===== src/co2r_pkg.sv =====
// Shared constants, types and helpers for the CO2 sensor frame receiver.
`default_nettype none

package co2r_pkg;

  // Frame bytes and markers
  localparam logic [7:0]  SYNC_BYTE      = 8'hFF;
  localparam logic [7:0]  DEF_EXP_CMD    = 8'h86;
  localparam logic [7:0]  STARTUP_STATUS = 8'h3A;
  localparam logic [15:0] NO_VALUE       = 16'hFFFF;

  // Tail positions (position of the byte once counted)
  localparam logic [3:0] POS_CMD      = 4'd1;
  localparam logic [3:0] POS_PPM_HI   = 4'd2;
  localparam logic [3:0] POS_PPM_LO   = 4'd3;
  localparam logic [3:0] POS_STATUS   = 4'd6;
  localparam logic [3:0] POS_LAST_SUM = 4'd7;

  // Multiple-of-125 test: x * inv(125) mod 2^13 <= floor(8191 / 125)
  localparam logic [12:0] INV125   = 13'd6357;
  localparam logic [12:0] MAX_Q125 = 13'd65;

  typedef enum logic [1:0] {
    ST_OK      = 2'd0,
    ST_BAD_CMD = 2'd1,
    ST_BAD_SUM = 2'd2,
    ST_STARTUP = 2'd3
  } frame_status_t;

  typedef enum logic {
    CFG_RANGE_EN = 1'b0,
    CFG_EXP_CMD  = 1'b1
  } cfg_index_t;

  // Parser result toward the output register
  typedef struct packed {
    logic          emit;
    logic [15:0]   ppm;
    frame_status_t status;
    logic [15:0]   range_max;
  } parse_result_t;

  // True when v is a nonzero multiple of 1000 (8 * 125)
  function automatic logic is_range_step(input logic [15:0] v);
    logic [12:0] q;
    q = v[15:3] * INV125;
    return (v != 16'd0) && (v[2:0] == 3'd0) && (q <= MAX_Q125);
  endfunction

endpackage

`default_nettype wire


===== src/co2_sensor_frame_receiver.sv =====
// A checksum byte reaches m_tvalid via the input and output registers.
// Throughput: one byte per cycle; only a result held by m_tready stalls input.
// Each byte is registered, parsed in one pass, and any result lands in the
// output register. Reset (rst, synchronous) clears frame state, empties both
// stages, sets range to 0xFFFF, tracking enabled, expected command 0x86.
`default_nettype none

module co2_sensor_frame_receiver (
  input  wire logic        clk,
  input  wire logic        rst,
  // Input stream
  input  wire logic        s_tvalid,
  output logic             s_tready,
  input  wire logic [7:0]  s_tdata,   // [7:0] rx_byte
  // Result stream
  output logic             m_tvalid,
  input  wire logic        m_tready,
  output logic [39:0]      m_tdata,   // [15:0] ppm, [17:16] frame_status,
                                      // [33:18] range_max, [39:34] zero
  // Configuration write port
  input  wire logic        cfg_we,
  input  wire logic        cfg_index,
  input  wire logic [7:0]  cfg_wdata
);

  logic                      range_tracking_enable;
  logic [7:0]                expected_command;
  logic                      in_valid;
  logic [7:0]                in_byte;
  logic                      fire;
  co2r_pkg::parse_result_t   res;
  logic [15:0]               out_ppm;
  co2r_pkg::frame_status_t   out_status;
  logic [15:0]               out_range;

  // Configuration registers
  always_ff @(posedge clk) begin
    if (rst) begin
      range_tracking_enable <= 1'b1;
      expected_command      <= co2r_pkg::DEF_EXP_CMD;
    end else if (cfg_we) begin
      unique case (co2r_pkg::cfg_index_t'(cfg_index))
        co2r_pkg::CFG_RANGE_EN: range_tracking_enable <= cfg_wdata[0];
        co2r_pkg::CFG_EXP_CMD:  expected_command      <= cfg_wdata;
      endcase
    end
  end

  // Parse stage advances unless a result would overwrite a waiting one
  assign fire     = in_valid && (!res.emit || !m_tvalid || m_tready);
  assign s_tready = !in_valid || fire;

  // Input register
  always_ff @(posedge clk) begin
    if (rst) begin
      in_valid <= 1'b0;
    end else if (s_tready) begin
      in_valid <= s_tvalid;
    end
  end

  always_ff @(posedge clk) begin
    if (s_tready && s_tvalid) begin
      in_byte <= s_tdata;
    end
  end

  co2r_parser u_parser (
    .clk                   (clk),
    .rst                   (rst),
    .fire                  (fire),
    .rx_byte               (in_byte),
    .range_tracking_enable (range_tracking_enable),
    .expected_command      (expected_command),
    .res                   (res)
  );

  // Output register
  always_ff @(posedge clk) begin
    if (rst) begin
      m_tvalid <= 1'b0;
    end else if (fire && res.emit) begin
      m_tvalid <= 1'b1;
    end else if (m_tready) begin
      m_tvalid <= 1'b0;
    end
  end

  always_ff @(posedge clk) begin
    if (fire && res.emit) begin
      out_ppm    <= res.ppm;
      out_status <= res.status;
      out_range  <= res.range_max;
    end
  end

  assign m_tdata = {6'd0, out_range, out_status, out_ppm};

  // Any error or startup frame carries no reading
  a_no_reading: assert property (@(posedge clk) disable iff (rst)
    m_tvalid && out_status != co2r_pkg::ST_OK |-> out_ppm == co2r_pkg::NO_VALUE)
    else $error("non-ok result carries a reading");

  // A parsed frame end always shows up at the output
  a_emit_out: assert property (@(posedge clk) disable iff (rst)
    fire && res.emit |=> m_tvalid)
    else $error("frame result lost");

  // A stalled input stage keeps its byte
  a_in_hold: assert property (@(posedge clk) disable iff (rst)
    in_valid && !fire |=> in_valid && $stable(in_byte))
    else $error("stalled input byte changed");

endmodule

`default_nettype wire


===== src/co2r_parser.sv =====
// Frame state tracker, checksum and result decision for the CO2 receiver.
`default_nettype none

module co2r_parser (
  input  wire logic                   clk,
  input  wire logic                   rst,
  input  wire logic                   fire,
  input  wire logic [7:0]             rx_byte,
  input  wire logic                   range_tracking_enable,
  input  wire logic [7:0]             expected_command,
  output co2r_pkg::parse_result_t     res
);

  logic        in_frame;
  logic [3:0]  byte_position;
  logic [7:0]  sum_accumulator;
  logic [7:0]  command_seen;
  logic [15:0] raw_reading;
  logic [7:0]  status_seen;
  logic [15:0] range_value;

  logic [3:0]  pos_inc;
  logic [7:0]  sum_neg;
  logic        range_hit;
  logic [15:0] range_next;

  assign pos_inc = byte_position + 4'd1;
  assign sum_neg = 8'd0 - sum_accumulator;

  // Result decision for the checksum byte
  always_comb begin
    res.emit      = in_frame && (byte_position == co2r_pkg::POS_LAST_SUM);
    res.ppm       = co2r_pkg::NO_VALUE;
    res.status    = co2r_pkg::ST_OK;
    range_hit     = 1'b0;
    if (command_seen != expected_command) begin
      res.status = co2r_pkg::ST_BAD_CMD;
    end else if (sum_neg != rx_byte) begin
      res.status = co2r_pkg::ST_BAD_SUM;
    end else if (status_seen == co2r_pkg::STARTUP_STATUS) begin
      res.status = co2r_pkg::ST_STARTUP;
      range_hit  = range_tracking_enable && co2r_pkg::is_range_step(raw_reading)
                   && (raw_reading != range_value);
    end else begin
      res.ppm = raw_reading;
    end
    range_next    = range_hit ? raw_reading : range_value;
    res.range_max = range_next;
  end

  // Frame state
  always_ff @(posedge clk) begin
    if (rst) begin
      in_frame        <= 1'b0;
      byte_position   <= 4'd0;
      sum_accumulator <= 8'd0;
      command_seen    <= 8'd0;
      raw_reading     <= 16'd0;
      status_seen     <= 8'd0;
      range_value     <= co2r_pkg::NO_VALUE;
    end else if (fire) begin
      if (!in_frame) begin
        if (rx_byte == co2r_pkg::SYNC_BYTE) begin
          in_frame        <= 1'b1;
          byte_position   <= 4'd0;
          sum_accumulator <= 8'd0;
        end
      end else if (res.emit) begin
        in_frame      <= 1'b0;
        byte_position <= 4'd0;
        range_value   <= range_next;
      end else begin
        byte_position   <= pos_inc;
        sum_accumulator <= sum_accumulator + rx_byte;
        case (pos_inc)
          co2r_pkg::POS_CMD:    command_seen       <= rx_byte;
          co2r_pkg::POS_PPM_HI: raw_reading[15:8]  <= rx_byte;
          co2r_pkg::POS_PPM_LO: raw_reading[7:0]   <= rx_byte;
          co2r_pkg::POS_STATUS: status_seen        <= rx_byte;
          default: ;
        endcase
      end
    end
  end

  // Position never runs past the checksum byte
  a_pos_bound: assert property (@(posedge clk) disable iff (rst)
    byte_position <= co2r_pkg::POS_LAST_SUM)
    else $error("byte position past frame end");

  // Idle parser holds position at zero
  a_idle_pos: assert property (@(posedge clk) disable iff (rst)
    !in_frame |-> byte_position == 4'd0)
    else $error("idle with nonzero position");

  // Sync byte while idle opens a clean frame
  a_sync_open: assert property (@(posedge clk) disable iff (rst)
    fire && !in_frame && rx_byte == co2r_pkg::SYNC_BYTE
    |=> in_frame && byte_position == 4'd0 && sum_accumulator == 8'd0)
    else $error("sync byte did not open frame");

endmodule

`default_nettype wire


===== config.mk =====
export PLATFORM = sky130hd
export DESIGN_NAME = co2_sensor_frame_receiver
export DESIGN_NICKNAME = d
export VERILOG_FILES = /design/src/co2r_pkg.sv /design/src/co2_sensor_frame_receiver.sv /design/src/co2r_parser.sv
export SDC_FILE = /design/constraint.sdc
export NUM_CORES = 1
export LEC_CHECK = 0
export BUFFER_PORTS_ARGS = -buffer_cell sky130_fd_sc_hd__clkbuf_2
export CORE_UTILIZATION = 35
export DETAILED_ROUTE_END_ITERATION = 10
export GPL_TIMING_DRIVEN = 0
export PLACE_DENSITY = 0.51
export SYNTH_ARGS = -nofsm -noshare
export SYNTH_HDL_FRONTEND = slang
export SYNTH_SLANG_ARGS = --single-unit

===== constraint.sdc =====
create_clock -name clk -period 14.6 [get_ports clk]
set_input_delay 0.73 -clock clk [delete_from_list [all_inputs] [get_ports clk]]
set_output_delay 0.73 -clock clk [all_outputs]
set_load 0.005 [all_outputs]

==> results.json <==
{
  "num_vias": 5005,
  "period_needed_ns": 5.53,
  "grt.overflow.total": 0,
  "cts_root_buf": "clkbuf_16",
  "post_cts_resized": 0,
  "syn_avg_cell_area_sq_um": 9.86,
  "port_buffers": 56,
  "ff_latch_area_sq_um": 2700,
  "grt_max_degree": 35,
  "worstSetupEndpointType": "flip-flop",
  "via_per_inst": 4.98,
  "crit_fanout": 10,
  "cts_max_level": 4,
  "die_h_um": 140,
  "setup_violations": 0,
  "worst_pin_slew_ns": 1.20,
  "synthArstFlopShare_pct": 0,
  "drv_slew": 0,
  "area_delta_synth_final_pct": 17.1,
  "die_area_sq_um": 19700,
  "synth_ff_type": "dfxtp_1",
  "clockBufferDepth": 2,
  "n_fill_cell": 1789,
  "path_clk_slew_ns": 0.05,
  "min_path_type": "reg -> reg",
  "clock-sinks": 114,
  "period_share_pct": 37.9,
  "max_freq_mhz": 181,
  "antenna_found_initial": 0,
  "routedWlPerCell_um": 16.0,
  "io_pins": 64,
  "powerDensity_nw_per_um2": 96.0,
  "cap_viol_max_count": 0,
  "post-route-util_pct": 41.8,
  "post-cts-setup-buffers": 0,
  "cts_buffers": 17,
  "synthCells": 678,
  "finalWirelength_mm": 16.1,
  "rows": 50,
  "skew_ns": 0.00854,
  "rsz0062_at_grt": "false",
  "yosysSeqAreaShare_pct": 40.4,
  "arrival_ns": 5.69,
  "required_ns": 14.77,
  "grt_usage_pct": 17.0,
  "tns_ns": 0,
  "cellLeakagePower_uw": 0.00320,
  "gp_congestion": 0.825,
  "slew_headroom_pct": 19.8,
  "ant_nets": 0,
  "synth_top_area_share_pct": 21.6,
  "crit_path_start_kind": "flip-flop",
  "yosysWarningCount": 0,
  "syn_area_sq_um": 6680,
  "dieWidth_um": 140,
  "synth_cell_types": 57,
  "n_antenna_cell": 0,
  "cts_tree": "yes",
  "finalNetCount": 859,
  "final_hold_viol_count": 0,
  "drt_iter0_markers": 240,
  "postCtsHoldBufs": 0,
  "multi_input_comb_area_sq_um": 3610,
  "firstDrtPassIters": 4,
  "clock_latency_ns": 0.42,
  "start_util_pct": 35.7,
  "ir_drop_v": 0.0000933,
  "drive_above_1_share_pct": 14.9,
  "post-dp-hpwl_mm": 11.9,
  "synth-seq-cells": 114,
  "grt_pass1_vias": 5028,
  "yosys-top-cells-area": "dfxtp_1 22%, edfxtp_1 19%, ha_1 11%",
  "synth_edf_count": 42,
  "drc": 0,
  "core_area_sq_um": 18700,
  "path_class": "reg -> reg",
  "grt_pass1_wl_mm": 25.7,
  "synth_top_cell_by_area": "dfxtp_1",
  "outcome": "complete, no violations"
}
-- report_power, final --
group	internal, uW	switching, uW	total (uW)
Combinational	9.82	14.0	23.8
Clock	246	143	389
Sequential	332	7.01	339
Total	588	164	751
-- critical path, stage by stage, from the launching register on --
cell       delay, ns
dfxtp_1         0.58
ha_1            0.33
ha_1            0.28
inv_1           0.05
fa_1            0.50
inv_1           0.05
fa_1            0.48
inv_1           0.06
fa_1            0.54
inv_1           0.05
ha_1            0.32
or2_2           0.30
nand2_1         0.09
xnor2_1         0.06
a2111oi_0       0.72
nand4_4         0.33
buf_6           0.25
mux2_4          0.29
-- cell families (layout without fill, tap and decap cells) --
| group | after synthesis | in the layout | share of synthesized area [%] |
|---|---|---|---|
| AO/OA/AOI/OAI | 90 | 90 | 8.54 |
| XOR/XNOR | 51 | 51 | 6.89 |
| adder cells (fa/ha/maj) | 79 | 79 | 16.8 |
| buffers and inverters | 90 | 178 | 5.75 |
| flip-flops | 114 | 114 | 40.4 |
| multiplexers | 28 | 28 | 4.61 |
| other | 1 | 6 | 0.0561 |
| AND/OR/NAND/NOR | 225 | 225 | 16.9 |
-- per-layer routing --
layer  part of all wire, %  global-route usage [%]  vias up
met5                     0                       0        -
met4                   1.4                    5.55        0
met3                   3.8                    3.83       14
met2                    49                    29.1      116
met1                    46                    21.1     2404
li1                      -                       -     2471
-- cell usage in the layout, fill, tap and decap left out, drive strengths merged, types with 3 or more instances in the layout --
cell type	n
nand4	9
nand2b	7
a21o	3
a22oi	7
nor4b	3
and2	8
nand2	62
ha	61
a21oi	41
nand3b	5
mux2	7
nand3	34
nor4	7
o21ai	17
clkinvlp	3
edfxtp	42
or2	13
inv	59
buf	10
mux2i	21
nor3b	4
xnor2	31
o21bai	3
clkbuf	96
nor3	5
xor2	19
a211o	3
dfxtp	72
fa	18
clkinv	8
nor2	53
nor2b	9
a2111oi	5
conb	6
-- path summary, 6_finish.rpt --
check | from | to | slack, ns | depth (start not counted)
setup / recovery | u_parser.raw_reading[10] | out_range[3] | 9.07 | 17
hold / removal | u_parser.command_seen[6] | u_parser.command_seen[6] | 0.46 | 2
setup reg to reg | u_parser.raw_reading[10] | out_range[3] | 9.07 | 17
hold reg to reg | u_parser.command_seen[6] | u_parser.command_seen[6] | 0.46 | 2
-- sequential cells by signal (all words and copies together) (netlist names) --
name                      count
expected_command              8
in_byte                       8
in_valid                      1
m_tvalid                      1
out_ppm                      16
out_range                    16
out_status                    2
range_tracking_enable         1
u_parser.byte_position        4
u_parser.command_seen         8
u_parser.in_frame             1
u_parser.range_value         16
u_parser.raw_reading         16
u_parser.status_seen          8
u_parser.sum_accumulator      8
-- area by class of cell --
cell class              count  area share, %
clock inverters            13           1.52
clock buffers              19           5.53
flip-flops and latches    114           34.5
plain buffers              31           2.08
inverters                  59           2.83
well taps                 234           3.74
repair buffers             56           3.58
multi-input cells         479           46.2
-- cell usage after synthesis (all sizes together), types with 19 or more instances --
cell type / count
dfxtp: 72
nand2: 62
ha: 61
inv: 59
nor2: 53
edfxtp: 42
a21oi: 41
nand3: 34
xnor2: 31
clkbuf: 21
mux2i: 21
xor2: 19
-- through the flow --
| step | instance area, sq um | hold slack (ns) | instances | setup slack (ns) | total power (uW) |
|---|---|---|---|---|---|
| after global placement | 7270 | 0.464 | 973 | 9.10 | 368 |
| after floorplan | 6700 | 0.448 | 683 | 9.61 | 358 |
| after detailed placement | 7270 | 0.462 | 973 | 9.05 | 369 |
| after global routing | 7830 | 0.479 | 1005 | 8.73 | 772 |
| final | 7830 | 0.464 | 1005 | 9.07 | 751 |
| after CTS | 7830 | 0.469 | 1005 | 9.04 | 756 |
(Power assumes the default switching activity.)
